File: config.mk
export PLATFORM = sky130hd
export DESIGN_NAME = battery_level_gauge
export DESIGN_NICKNAME = d
export VERILOG_FILES = /design/src/rtl/blg_pkg.sv /design/src/rtl/blg_lookup.sv /design/src/rtl/blg_average.sv /design/src/rtl/blg_level.sv /design/src/rtl/battery_level_gauge.sv
export SDC_FILE = /design/constraint.sdc
export NUM_CORES = 1
export LEC_CHECK = 0
export BUFFER_PORTS_ARGS = -buffer_cell sky130_fd_sc_hd__buf_2
export CAP_MARGIN = 20
export CORE_AREA = 8 8 222 139
export DETAILED_ROUTE_END_ITERATION = 12
export DIE_AREA = 0 0 230 147
export GPL_TIMING_DRIVEN = 0
export PLACE_DENSITY_LB_ADDON = 0.25
export SLEW_MARGIN = 20
export SYNTH_ARGS = -nofsm -noshare
export SYNTH_HDL_FRONTEND = slang
export SYNTH_HIERARCHICAL = 1
export SYNTH_SLANG_ARGS = --single-unit
File: constraint.sdc
create_clock -name clk -period 16.1 [get_ports clk]
set_clock_uncertainty 0.1 [all_clocks]
set_input_delay 1.61 -clock clk [delete_from_list [all_inputs] [get_ports clk]]
set_output_delay 1.61 -clock clk [all_outputs]
set_load 0.02 [all_outputs]
File: src/rtl/blg_pkg.sv
// Shared types, constants and the voltage table of the battery level gauge.
// No dependencies.
package blg_pkg;

  localparam int TABLE_ENTRIES_DEF = 101;
  localparam int AVG_SAMPLES_DEF   = 16;

  localparam int ROM_LEN   = 101;
  localparam int SAMPLE_W  = 12;
  localparam int LEVEL_W   = 7;
  localparam int CFG_IDX_W = 3;
  localparam int CFG_DAT_W = 8;
  localparam int TDATA_W   = 16;

  localparam logic [LEVEL_W-1:0] LEVEL_MAX = 7'd100;

  // register indexes on the config port
  localparam logic [CFG_IDX_W-1:0] REG_CLAMP_MAX      = 3'd0;
  localparam logic [CFG_IDX_W-1:0] REG_WINDOW_LEN     = 3'd1;
  localparam logic [CFG_IDX_W-1:0] REG_UP_THRESHOLD   = 3'd2;
  localparam logic [CFG_IDX_W-1:0] REG_DOWN_THRESHOLD = 3'd3;
  localparam logic [CFG_IDX_W-1:0] REG_SLOW_DELAY     = 3'd4;
  localparam logic [CFG_IDX_W-1:0] REG_FAST_DELAY     = 3'd5;
  localparam logic [CFG_IDX_W-1:0] REG_LOW_LEVEL      = 3'd6;

  typedef struct packed {
    logic [LEVEL_W-1:0] clamp_max;
    logic [7:0]         window_len;
    logic [7:0]         up_threshold;
    logic [7:0]         down_threshold;
    logic [7:0]         slow_delay;
    logic [7:0]         fast_delay;
    logic [LEVEL_W-1:0] low_level;
  } cfg_t;

  localparam cfg_t CFG_RESET = '{
    clamp_max:      7'd100,
    window_len:     8'd15,
    up_threshold:   8'd10,
    down_threshold: 8'd10,
    slow_delay:     8'd100,
    fast_delay:     8'd40,
    low_level:      7'd10
  };

  typedef struct packed {
    logic work_on;
    logic charge_full;
    logic charging;
  } flags_t;

  // packed so that level_percent sits in the low bits of tdata
  typedef struct packed {
    logic               shutdown_request;
    logic               average_done;
    logic [LEVEL_W-1:0] level_percent;
  } result_t;

  localparam int RESULT_W = $bits(result_t);

  // ADC codes for 100 % down to 0 %, ascending
  localparam logic [SAMPLE_W-1:0] VOLT_ROM [ROM_LEN] = '{
    12'd1499, 12'd1505, 12'd1511, 12'd1517, 12'd1523, 12'd1530, 12'd1536, 12'd1542,
    12'd1548, 12'd1554, 12'd1561, 12'd1567, 12'd1573, 12'd1579, 12'd1585, 12'd1592,
    12'd1598, 12'd1604, 12'd1610, 12'd1616, 12'd1623, 12'd1629, 12'd1635, 12'd1641,
    12'd1647, 12'd1654, 12'd1660, 12'd1666, 12'd1672, 12'd1678, 12'd1685, 12'd1691,
    12'd1697, 12'd1703, 12'd1709, 12'd1716, 12'd1722, 12'd1728, 12'd1734, 12'd1740,
    12'd1747, 12'd1753, 12'd1759, 12'd1765, 12'd1771, 12'd1778, 12'd1784, 12'd1790,
    12'd1796, 12'd1802, 12'd1809, 12'd1815, 12'd1821, 12'd1827, 12'd1833, 12'd1840,
    12'd1846, 12'd1852, 12'd1858, 12'd1864, 12'd1871, 12'd1877, 12'd1883, 12'd1889,
    12'd1895, 12'd1902, 12'd1908, 12'd1914, 12'd1920, 12'd1926, 12'd1933, 12'd1939,
    12'd1945, 12'd1951, 12'd1957, 12'd1964, 12'd1970, 12'd1976, 12'd1982, 12'd1988,
    12'd1995, 12'd2001, 12'd2007, 12'd2013, 12'd2019, 12'd2026, 12'd2032, 12'd2038,
    12'd2044, 12'd2050, 12'd2057, 12'd2063, 12'd2069, 12'd2075, 12'd2081, 12'd2088,
    12'd2094, 12'd2100, 12'd2106, 12'd2115, 12'd2119
  };

endpackage

File: src/rtl/blg_lookup.sv
// Table search of one sample and the running percent sum.
// Depends on blg_pkg.
module blg_lookup import blg_pkg::*; #(
  parameter int TABLE_ENTRIES = TABLE_ENTRIES_DEF,
  parameter int AVG_SAMPLES   = AVG_SAMPLES_DEF,
  parameter int SUM_W         = $clog2((TABLE_ENTRIES - 1) * AVG_SAMPLES + 1)
) (
  input  logic                clk,
  input  logic                rst,
  input  logic                en,
  input  logic [SAMPLE_W-1:0] sample,
  input  flags_t              flags_in,
  output logic [SUM_W-1:0]    total,
  output logic                done,
  output flags_t              flags
);

  localparam int PCT_W  = $clog2(TABLE_ENTRIES);
  localparam int CNT_W  = $clog2(AVG_SAMPLES);
  localparam int LOOK_N = (TABLE_ENTRIES < ROM_LEN) ? TABLE_ENTRIES : ROM_LEN;

  logic [SUM_W-1:0] percent_sum;
  logic [CNT_W-1:0] sample_count;
  logic [PCT_W-1:0] idx;
  logic [PCT_W-1:0] pct;
  logic [SUM_W-1:0] total_next;
  logic             done_next;

  // largest entry at or below the sample wins; entries are ascending
  always_comb begin
    idx = '0;
    for (int i = 1; i < LOOK_N; i++) begin
      if (VOLT_ROM[i] <= sample) idx = PCT_W'(i);
    end
  end

  assign pct        = PCT_W'(TABLE_ENTRIES - 1) - idx;
  assign total_next = percent_sum + SUM_W'(pct);
  assign done_next  = (sample_count == CNT_W'(AVG_SAMPLES - 1));

  always_ff @(posedge clk) begin
    if (rst) begin
      percent_sum  <= '0;
      sample_count <= '0;
    end else if (en) begin
      percent_sum  <= done_next ? '0 : total_next;
      sample_count <= done_next ? '0 : sample_count + CNT_W'(1);
    end
  end

  always_ff @(posedge clk) begin
    if (en) begin
      total <= total_next;
      done  <= done_next;
      flags <= flags_in;
    end
  end

endmodule

File: src/rtl/blg_average.sv
// Rounded average of one percent sum and the upper clamp.
// Depends on blg_pkg.
module blg_average import blg_pkg::*; #(
  parameter int TABLE_ENTRIES = TABLE_ENTRIES_DEF,
  parameter int AVG_SAMPLES   = AVG_SAMPLES_DEF,
  parameter int SUM_W         = $clog2((TABLE_ENTRIES - 1) * AVG_SAMPLES + 1)
) (
  input  logic               clk,
  input  logic               en,
  input  logic [SUM_W-1:0]   total,
  input  logic               done_in,
  input  flags_t             flags_in,
  input  logic [LEVEL_W-1:0] clamp_max,
  output logic [LEVEL_W-1:0] avg,
  output logic               done,
  output flags_t             flags
);

  localparam int PCT_W = $clog2(TABLE_ENTRIES);
  localparam int X_W   = $clog2((TABLE_ENTRIES - 1) * AVG_SAMPLES + AVG_SAMPLES / 2 + 1);
  localparam int SH    = X_W + $clog2(AVG_SAMPLES);
  localparam int M_W   = X_W + 2;
  localparam int P_W   = X_W + M_W;
  // reciprocal rounded up; exact quotient for every x below 2**X_W
  localparam longint MULT = ((64'd1 << SH) + AVG_SAMPLES - 1) / AVG_SAMPLES;

  logic [X_W-1:0]   x;
  logic [P_W-1:0]   prod;
  logic [PCT_W-1:0] quot;
  logic [LEVEL_W-1:0] avg_next;

  assign x    = X_W'(total) + X_W'(AVG_SAMPLES / 2);
  assign prod = P_W'(x) * P_W'(M_W'(MULT));
  assign quot = prod[SH +: PCT_W];

  always_comb begin
    if (9'(quot) > 9'(clamp_max)) avg_next = clamp_max;
    else                          avg_next = LEVEL_W'(quot);
  end

  always_ff @(posedge clk) begin
    if (en) begin
      avg   <= avg_next;
      done  <= done_in;
      flags <= flags_in;
    end
  end

endmodule

File: src/rtl/blg_level.sv
// Reference tracking over a window and delayed stepping of the shown level.
// Depends on blg_pkg.
module blg_level import blg_pkg::*; (
  input  logic               clk,
  input  logic               rst,
  input  logic               en,
  input  logic [LEVEL_W-1:0] avg,
  input  logic               done_in,
  input  flags_t             flags,
  input  cfg_t               cfg,
  output result_t            result
);

  logic               first_average, first_average_next;
  logic [LEVEL_W-1:0] reference_level, reference_level_next;
  logic [LEVEL_W-1:0] shown_level, shown_level_next;
  logic [7:0]         window_count, window_count_next;
  logic [7:0]         rise_count, rise_count_next;
  logic [7:0]         fall_count, fall_count_next;
  logic [7:0]         charge_timer, charge_timer_next;
  logic [7:0]         discharge_timer, discharge_timer_next;
  logic               shut;

  always_comb begin
    logic [7:0] wc_inc;
    logic [7:0] delay;
    logic [7:0] tick;
    first_average_next   = first_average;
    reference_level_next = reference_level;
    shown_level_next     = shown_level;
    window_count_next    = window_count;
    rise_count_next      = rise_count;
    fall_count_next      = fall_count;
    charge_timer_next    = charge_timer;
    discharge_timer_next = discharge_timer;
    shut                 = 1'b0;
    wc_inc               = window_count + 8'd1;
    delay                = cfg.slow_delay;
    tick                 = '0;
    if (done_in) begin
      if (first_average) begin
        first_average_next   = 1'b0;
        reference_level_next = avg;
        shown_level_next     = avg;
      end else if (flags.charging || flags.work_on) begin
        if (wc_inc <= cfg.window_len) begin
          window_count_next = wc_inc;
          if (avg > reference_level)      rise_count_next = rise_count + 8'd1;
          else if (avg < reference_level) fall_count_next = fall_count + 8'd1;
        end else begin
          if (rise_count > cfg.up_threshold && flags.charging) begin
            reference_level_next = avg;
          end else if (fall_count > cfg.down_threshold && !flags.charging &&
                       flags.work_on) begin
            reference_level_next = avg;
          end
          window_count_next = '0;
          rise_count_next   = '0;
          fall_count_next   = '0;
        end

        if (!flags.charging && reference_level_next < cfg.low_level) begin
          delay = cfg.fast_delay;
        end

        // a timer never holds 255 here, so the increment cannot wrap
        if (flags.charging) begin
          discharge_timer_next = '0;
          if (flags.charge_full || reference_level_next > shown_level) begin
            tick = charge_timer + 8'd1;
            if (tick >= delay) begin
              charge_timer_next = '0;
              if (shown_level < LEVEL_MAX) shown_level_next = shown_level + 7'd1;
            end else begin
              charge_timer_next = tick;
            end
          end
        end else begin
          charge_timer_next = '0;
          if (reference_level_next < shown_level) begin
            tick = discharge_timer + 8'd1;
            if (tick >= delay) begin
              discharge_timer_next = '0;
              if (shown_level != '0) shown_level_next = shown_level - 7'd1;
            end else begin
              discharge_timer_next = tick;
            end
          end
        end

        // empty battery while running on it
        if (flags.work_on && !flags.charging && reference_level_next == '0) begin
          shown_level_next = '0;
          shut             = 1'b1;
        end
      end
    end
  end

  always_ff @(posedge clk) begin
    if (rst) begin
      first_average   <= 1'b1;
      reference_level <= '0;
      shown_level     <= '0;
      window_count    <= '0;
      rise_count      <= '0;
      fall_count      <= '0;
      charge_timer    <= '0;
      discharge_timer <= '0;
    end else if (en) begin
      first_average   <= first_average_next;
      reference_level <= reference_level_next;
      shown_level     <= shown_level_next;
      window_count    <= window_count_next;
      rise_count      <= rise_count_next;
      fall_count      <= fall_count_next;
      charge_timer    <= charge_timer_next;
      discharge_timer <= discharge_timer_next;
    end
  end

  always_ff @(posedge clk) begin
    if (en) begin
      result.level_percent    <= shown_level_next;
      result.average_done     <= done_in;
      result.shutdown_request <= shut;
    end
  end

endmodule

File: src/rtl/battery_level_gauge.sv
// Battery level gauge: input register, lookup/accumulate, average and level stages
// each hold one item and move whenever the stage after them has room; throughput is
// one item per cycle while m_tready is held high, and each item yields one result item.
// Synchronous active-high rst clears valids, counters, timers and config registers
// to their defaults; the first completed average then seeds the reference.
module battery_level_gauge import blg_pkg::*; #(
  parameter int TABLE_ENTRIES = TABLE_ENTRIES_DEF,
  parameter int AVG_SAMPLES   = AVG_SAMPLES_DEF
) (
  input  logic                 clk,
  input  logic                 rst,
  input  logic                 s_tvalid,
  output logic                 s_tready,
  // [11:0] adc_sample, [12] charging, [13] charge_full, [14] work_on, [15] zero
  input  logic [TDATA_W-1:0]   s_tdata,
  output logic                 m_tvalid,
  input  logic                 m_tready,
  // [6:0] level_percent, [7] average_done, [8] shutdown_request, [15:9] zero
  output logic [TDATA_W-1:0]   m_tdata,
  input  logic                 cfg_valid,
  output logic                 cfg_ready,
  input  logic [CFG_IDX_W-1:0] cfg_index,
  input  logic [CFG_DAT_W-1:0] cfg_data
);

  localparam int SUM_W = $clog2((TABLE_ENTRIES - 1) * AVG_SAMPLES + 1);

  cfg_t cfg;

  logic v0, v1, v2, vo;
  logic rdy_o, rdy2, rdy1;
  logic adv0, adv1, adv2;

  logic [SAMPLE_W-1:0] sample0;
  flags_t              flags0, flags1, flags2;
  logic [SUM_W-1:0]    total1;
  logic                done1, done2;
  logic [LEVEL_W-1:0]  avg2;
  result_t             result;

  // registers change only while no item still has to read them
  assign cfg_ready = !rst && !v0 && !v1 && !v2;

  always_ff @(posedge clk) begin
    if (rst) begin
      cfg <= CFG_RESET;
    end else if (cfg_valid && cfg_ready) begin
      case (cfg_index)
        REG_CLAMP_MAX:      cfg.clamp_max      <= cfg_data[LEVEL_W-1:0];
        REG_WINDOW_LEN:     cfg.window_len     <= cfg_data;
        REG_UP_THRESHOLD:   cfg.up_threshold   <= cfg_data;
        REG_DOWN_THRESHOLD: cfg.down_threshold <= cfg_data;
        REG_SLOW_DELAY:     cfg.slow_delay     <= cfg_data;
        REG_FAST_DELAY:     cfg.fast_delay     <= cfg_data;
        REG_LOW_LEVEL:      cfg.low_level      <= cfg_data[LEVEL_W-1:0];
        default:            ;
      endcase
    end
  end

  // each stage fills when the next one has room or is moving on
  assign rdy_o    = !vo || m_tready;
  assign adv2     = v2 && rdy_o;
  assign rdy2     = !v2 || rdy_o;
  assign adv1     = v1 && rdy2;
  assign rdy1     = !v1 || rdy2;
  assign adv0     = v0 && rdy1;
  assign s_tready = !rst && (!v0 || rdy1);

  always_ff @(posedge clk) begin
    if (rst) begin
      v0 <= 1'b0;
      v1 <= 1'b0;
      v2 <= 1'b0;
      vo <= 1'b0;
    end else begin
      v0 <= (v0 && !adv0) || (s_tvalid && s_tready);
      v1 <= (v1 && !adv1) || adv0;
      v2 <= (v2 && !adv2) || adv1;
      vo <= (vo && !m_tready) || adv2;
    end
  end

  always_ff @(posedge clk) begin
    if (s_tvalid && s_tready) begin
      sample0             <= s_tdata[SAMPLE_W-1:0];
      flags0.charging     <= s_tdata[SAMPLE_W];
      flags0.charge_full  <= s_tdata[SAMPLE_W+1];
      flags0.work_on      <= s_tdata[SAMPLE_W+2];
    end
  end

  blg_lookup #(
    .TABLE_ENTRIES(TABLE_ENTRIES),
    .AVG_SAMPLES  (AVG_SAMPLES),
    .SUM_W        (SUM_W)
  ) u_lookup (
    .clk     (clk),
    .rst     (rst),
    .en      (adv0),
    .sample  (sample0),
    .flags_in(flags0),
    .total   (total1),
    .done    (done1),
    .flags   (flags1)
  );

  blg_average #(
    .TABLE_ENTRIES(TABLE_ENTRIES),
    .AVG_SAMPLES  (AVG_SAMPLES),
    .SUM_W        (SUM_W)
  ) u_average (
    .clk      (clk),
    .en       (adv1),
    .total    (total1),
    .done_in  (done1),
    .flags_in (flags1),
    .clamp_max(cfg.clamp_max),
    .avg      (avg2),
    .done     (done2),
    .flags    (flags2)
  );

  blg_level u_level (
    .clk    (clk),
    .rst    (rst),
    .en     (adv2),
    .avg    (avg2),
    .done_in(done2),
    .flags  (flags2),
    .cfg    (cfg),
    .result (result)
  );

  assign m_tvalid = vo;
  assign m_tdata  = {(TDATA_W - RESULT_W)'(0), result};

endmodule

==> results.md <==
- Tightest Pin Transition: 1.22 ns
- Initial Utilization: 0.482
- P_leak: approximately 5.6 nW
- Total global routing track utilization: 0.307
- WP data required: 16.21 ns
- Final worst path period need: about 8.2 ns
- Status: completed
- Reg2Reg Setup Slack: 7.88 ns
- First-pass iteration count of the detailed router: 7
- Critical path class: reg2reg
- DP Area: between 0.01 and 0.015 mm2
- WP depth: 29
- Post-DP HPWL: around 42000 um
- Largest net degree at the start of global routing: 19
- Worst vdd ir: around 0.069 mV
- Post-CTS Setup Inserts: 0
- DIE HEIGHT: 147 um
- Origin of the critical flop-to-flop path: u_level/window_count[0]
- Die ar.: ~0.034 mm2
- Mapped cell area: around 0.013 mm2
- Number of DRC violations after detailed-routing iteration 0: 2044
- Cell mode on critical path: ha_1
- Pwr/cell area: about 80 mW/mm2
- Clk Latency, worst-skew pair: between 0.4 and 0.5 ns
- Crit-path slowest cell: o21ai_1
- CP Launch Type: flip-flop
- Max FO, Critical Path: 10
- Final worst-path cycle share: 0.511
- Top Ports: just over 50
- Placed Cells: 2061
- IO buf count: 38
- Final Hold Vio Count: 0
- First-pass GRT wire length: between 70000 and 80000 um
- Final core occ: 0.529
- Synth warnings: 6
- Crit path launch: u_level/window_count[0]
- Setup TNS Final: 0 ns
- CTS tree: yes
- Die width: 230 um
- Core area: approximately 0.028 mm2
- Clk pin slew, worst setup/hold paths: 0.08 ns
- Worst R2R Path Depth: 29
- N_diodes: 0
- Clock tree buffer depth: 2
- Cells after synthesis: ~1.6k
- Tot Pwr: between 1 and 1.5 mW
- Total Wirelength: approximately 54000 um
- H-Tree Depth: 4
- Initial antenna violation count: 0
- FP Rows: 48
- Endpoints failing setup: 0
- Delay-heaviest family, CP: compound AO/OA/AOI/OAI gates
- Number of vias per cell: approximately 6.6
- Antenna Nets Post-Route: 0
- Syn Area/Cell: between 8 and 9 um2
- Reg2Reg Capture Point: u_level/result[3]
- Max stage delay on crit path: ~0.7 ns
- Worst setup path end: u_level/result[3]
- Sink Count: 175
- Routed via count: between 10k and 15k
- Slew HR: 0.185
- Final Max Tran Viols: 0
- CTS Root Buffer Type: clkbuf_16
- DR DRC count: 0
- Fraction of layout cells with a size suffix above 1: 0.119
- CP Data Arrival Time: 8.34 ns
- Achievable Freq: around 120 MHz
- WL/cell: between 20 and 30 um
- Routability cong.: 1.12
- Setup crit end kind: flip-flop
- Post_cts resized: 0
- Cts hold-fix bufs: 0
- Num CTS Buffers: 17
- Max_cap viols: 0
- Final worst setup slack: 7.88 ns
- Fin cells: 2093
- Layout Nets: between 1.5k and 2k
- Pre-CTS setup slack: a little over 8 ns
- Min-delay worst type: reg2reg
- FILL cells: 2701
- RSZ-0062 raised after global routing: false
- Design Area, Final: about 0.015 mm2
- CP bufs+invs: 1
- Area Growth Syn to Fin: 9.77%
- Number of global-route vias before repair: roughly 13k
- GR Overflow Total: 0
- Final hold slack: 0.323 ns
-- cell usage in the layout, fill, tap and decap left out, drive strengths merged, types with 16 or more instances in the layout --
master / n
buf: 99
dfxtp: 128
a21o: 19
o211ai: 16
nand2: 104
a21oi: 150
o21ai: 96
nor4: 22
a31oi: 21
ha: 84
inv: 91
nand4: 31
and3: 21
nand2b: 38
xnor2: 30
nor2: 163
nand3: 73
or3: 19
nor3: 46
nor2b: 29
clkbuf: 60
mux2i: 45
edfxtp: 47
-- where the power goes --
group / internal, mW / switching (mW)
clock: 0.237 / 0.207
sequential: 0.466 / 0.0122
combinational: 0.0804 / 0.174
total: 0.784 / 0.393
-- area by class of cell --
| type | count | area [um2] | area share |
|---|---|---|---|
| Clock inverter | 15 | 190 | 0.0129 |
| Inverter | 84 | 315 | 0.0214 |
| Tap cell | 375 | 469 | 0.0318 |
| Multi-Input combinational cell | 1285 | 8630 | 0.585 |
| Timing Repair Buffer | 39 | 198 | 0.0134 |
| Clock buffer | 17 | 425 | 0.0288 |
| Buffer | 103 | 547 | 0.0371 |
| Sequential cell | 175 | 3970 | 0.269 |
-- registers in the layout (all words and copies together) (netlist names), 7 cells and up --
register                 flops
cfg                         54
sample0                     12
u_average/avg                7
u_level/charge_timer         8
u_level/discharge_timer      8
u_level/fall_count           8
u_level/reference_level      7
u_level/result               9
u_level/rise_count           8
u_level/shown_level          7
u_level/window_count         8
u_lookup/percent_sum        11
u_lookup/total               8
-- layer usage --
metal / track usage / wire length, um / vias to the layer above
li1: - / - / 6222
met1: 0.454 / 25400 / 6600
met2: 0.361 / 18400 / 879
met3: 0.181 / 8880 / 84
met4: 0.0632 / 826 / 2
met5: 0.0178 / 56 / -
-- how the worst min path moves through the flow --
stage                            startpoint                  to  slack, ns  cells past startpoint
after floorplan               u_lookup/done      u_average/done       0.30                      0
after global placement            flags0[1]   u_lookup/flags[1]       0.30                      0
after detailed placement          flags0[0]   u_lookup/flags[0]       0.30                      0
after CTS                         flags0[0]   u_lookup/flags[0]       0.32                      0
after global routing      u_lookup/flags[2]  u_average/flags[2]       0.34                      0
final                             flags0[0]   u_lookup/flags[0]       0.32                      0
-- worst reg2reg max path, delay by kind of cell, from the launching register on --
kind	cells	cell delay (ns)
xor+xnor	1	0.21
buf+inv	1	0.34
mux	1	0.44
flops	1	0.42
fa+ha+maj	4	1.21
simple gates	8	1.96
compound gates	14	3.31
(Power assumes the default switching activity.)
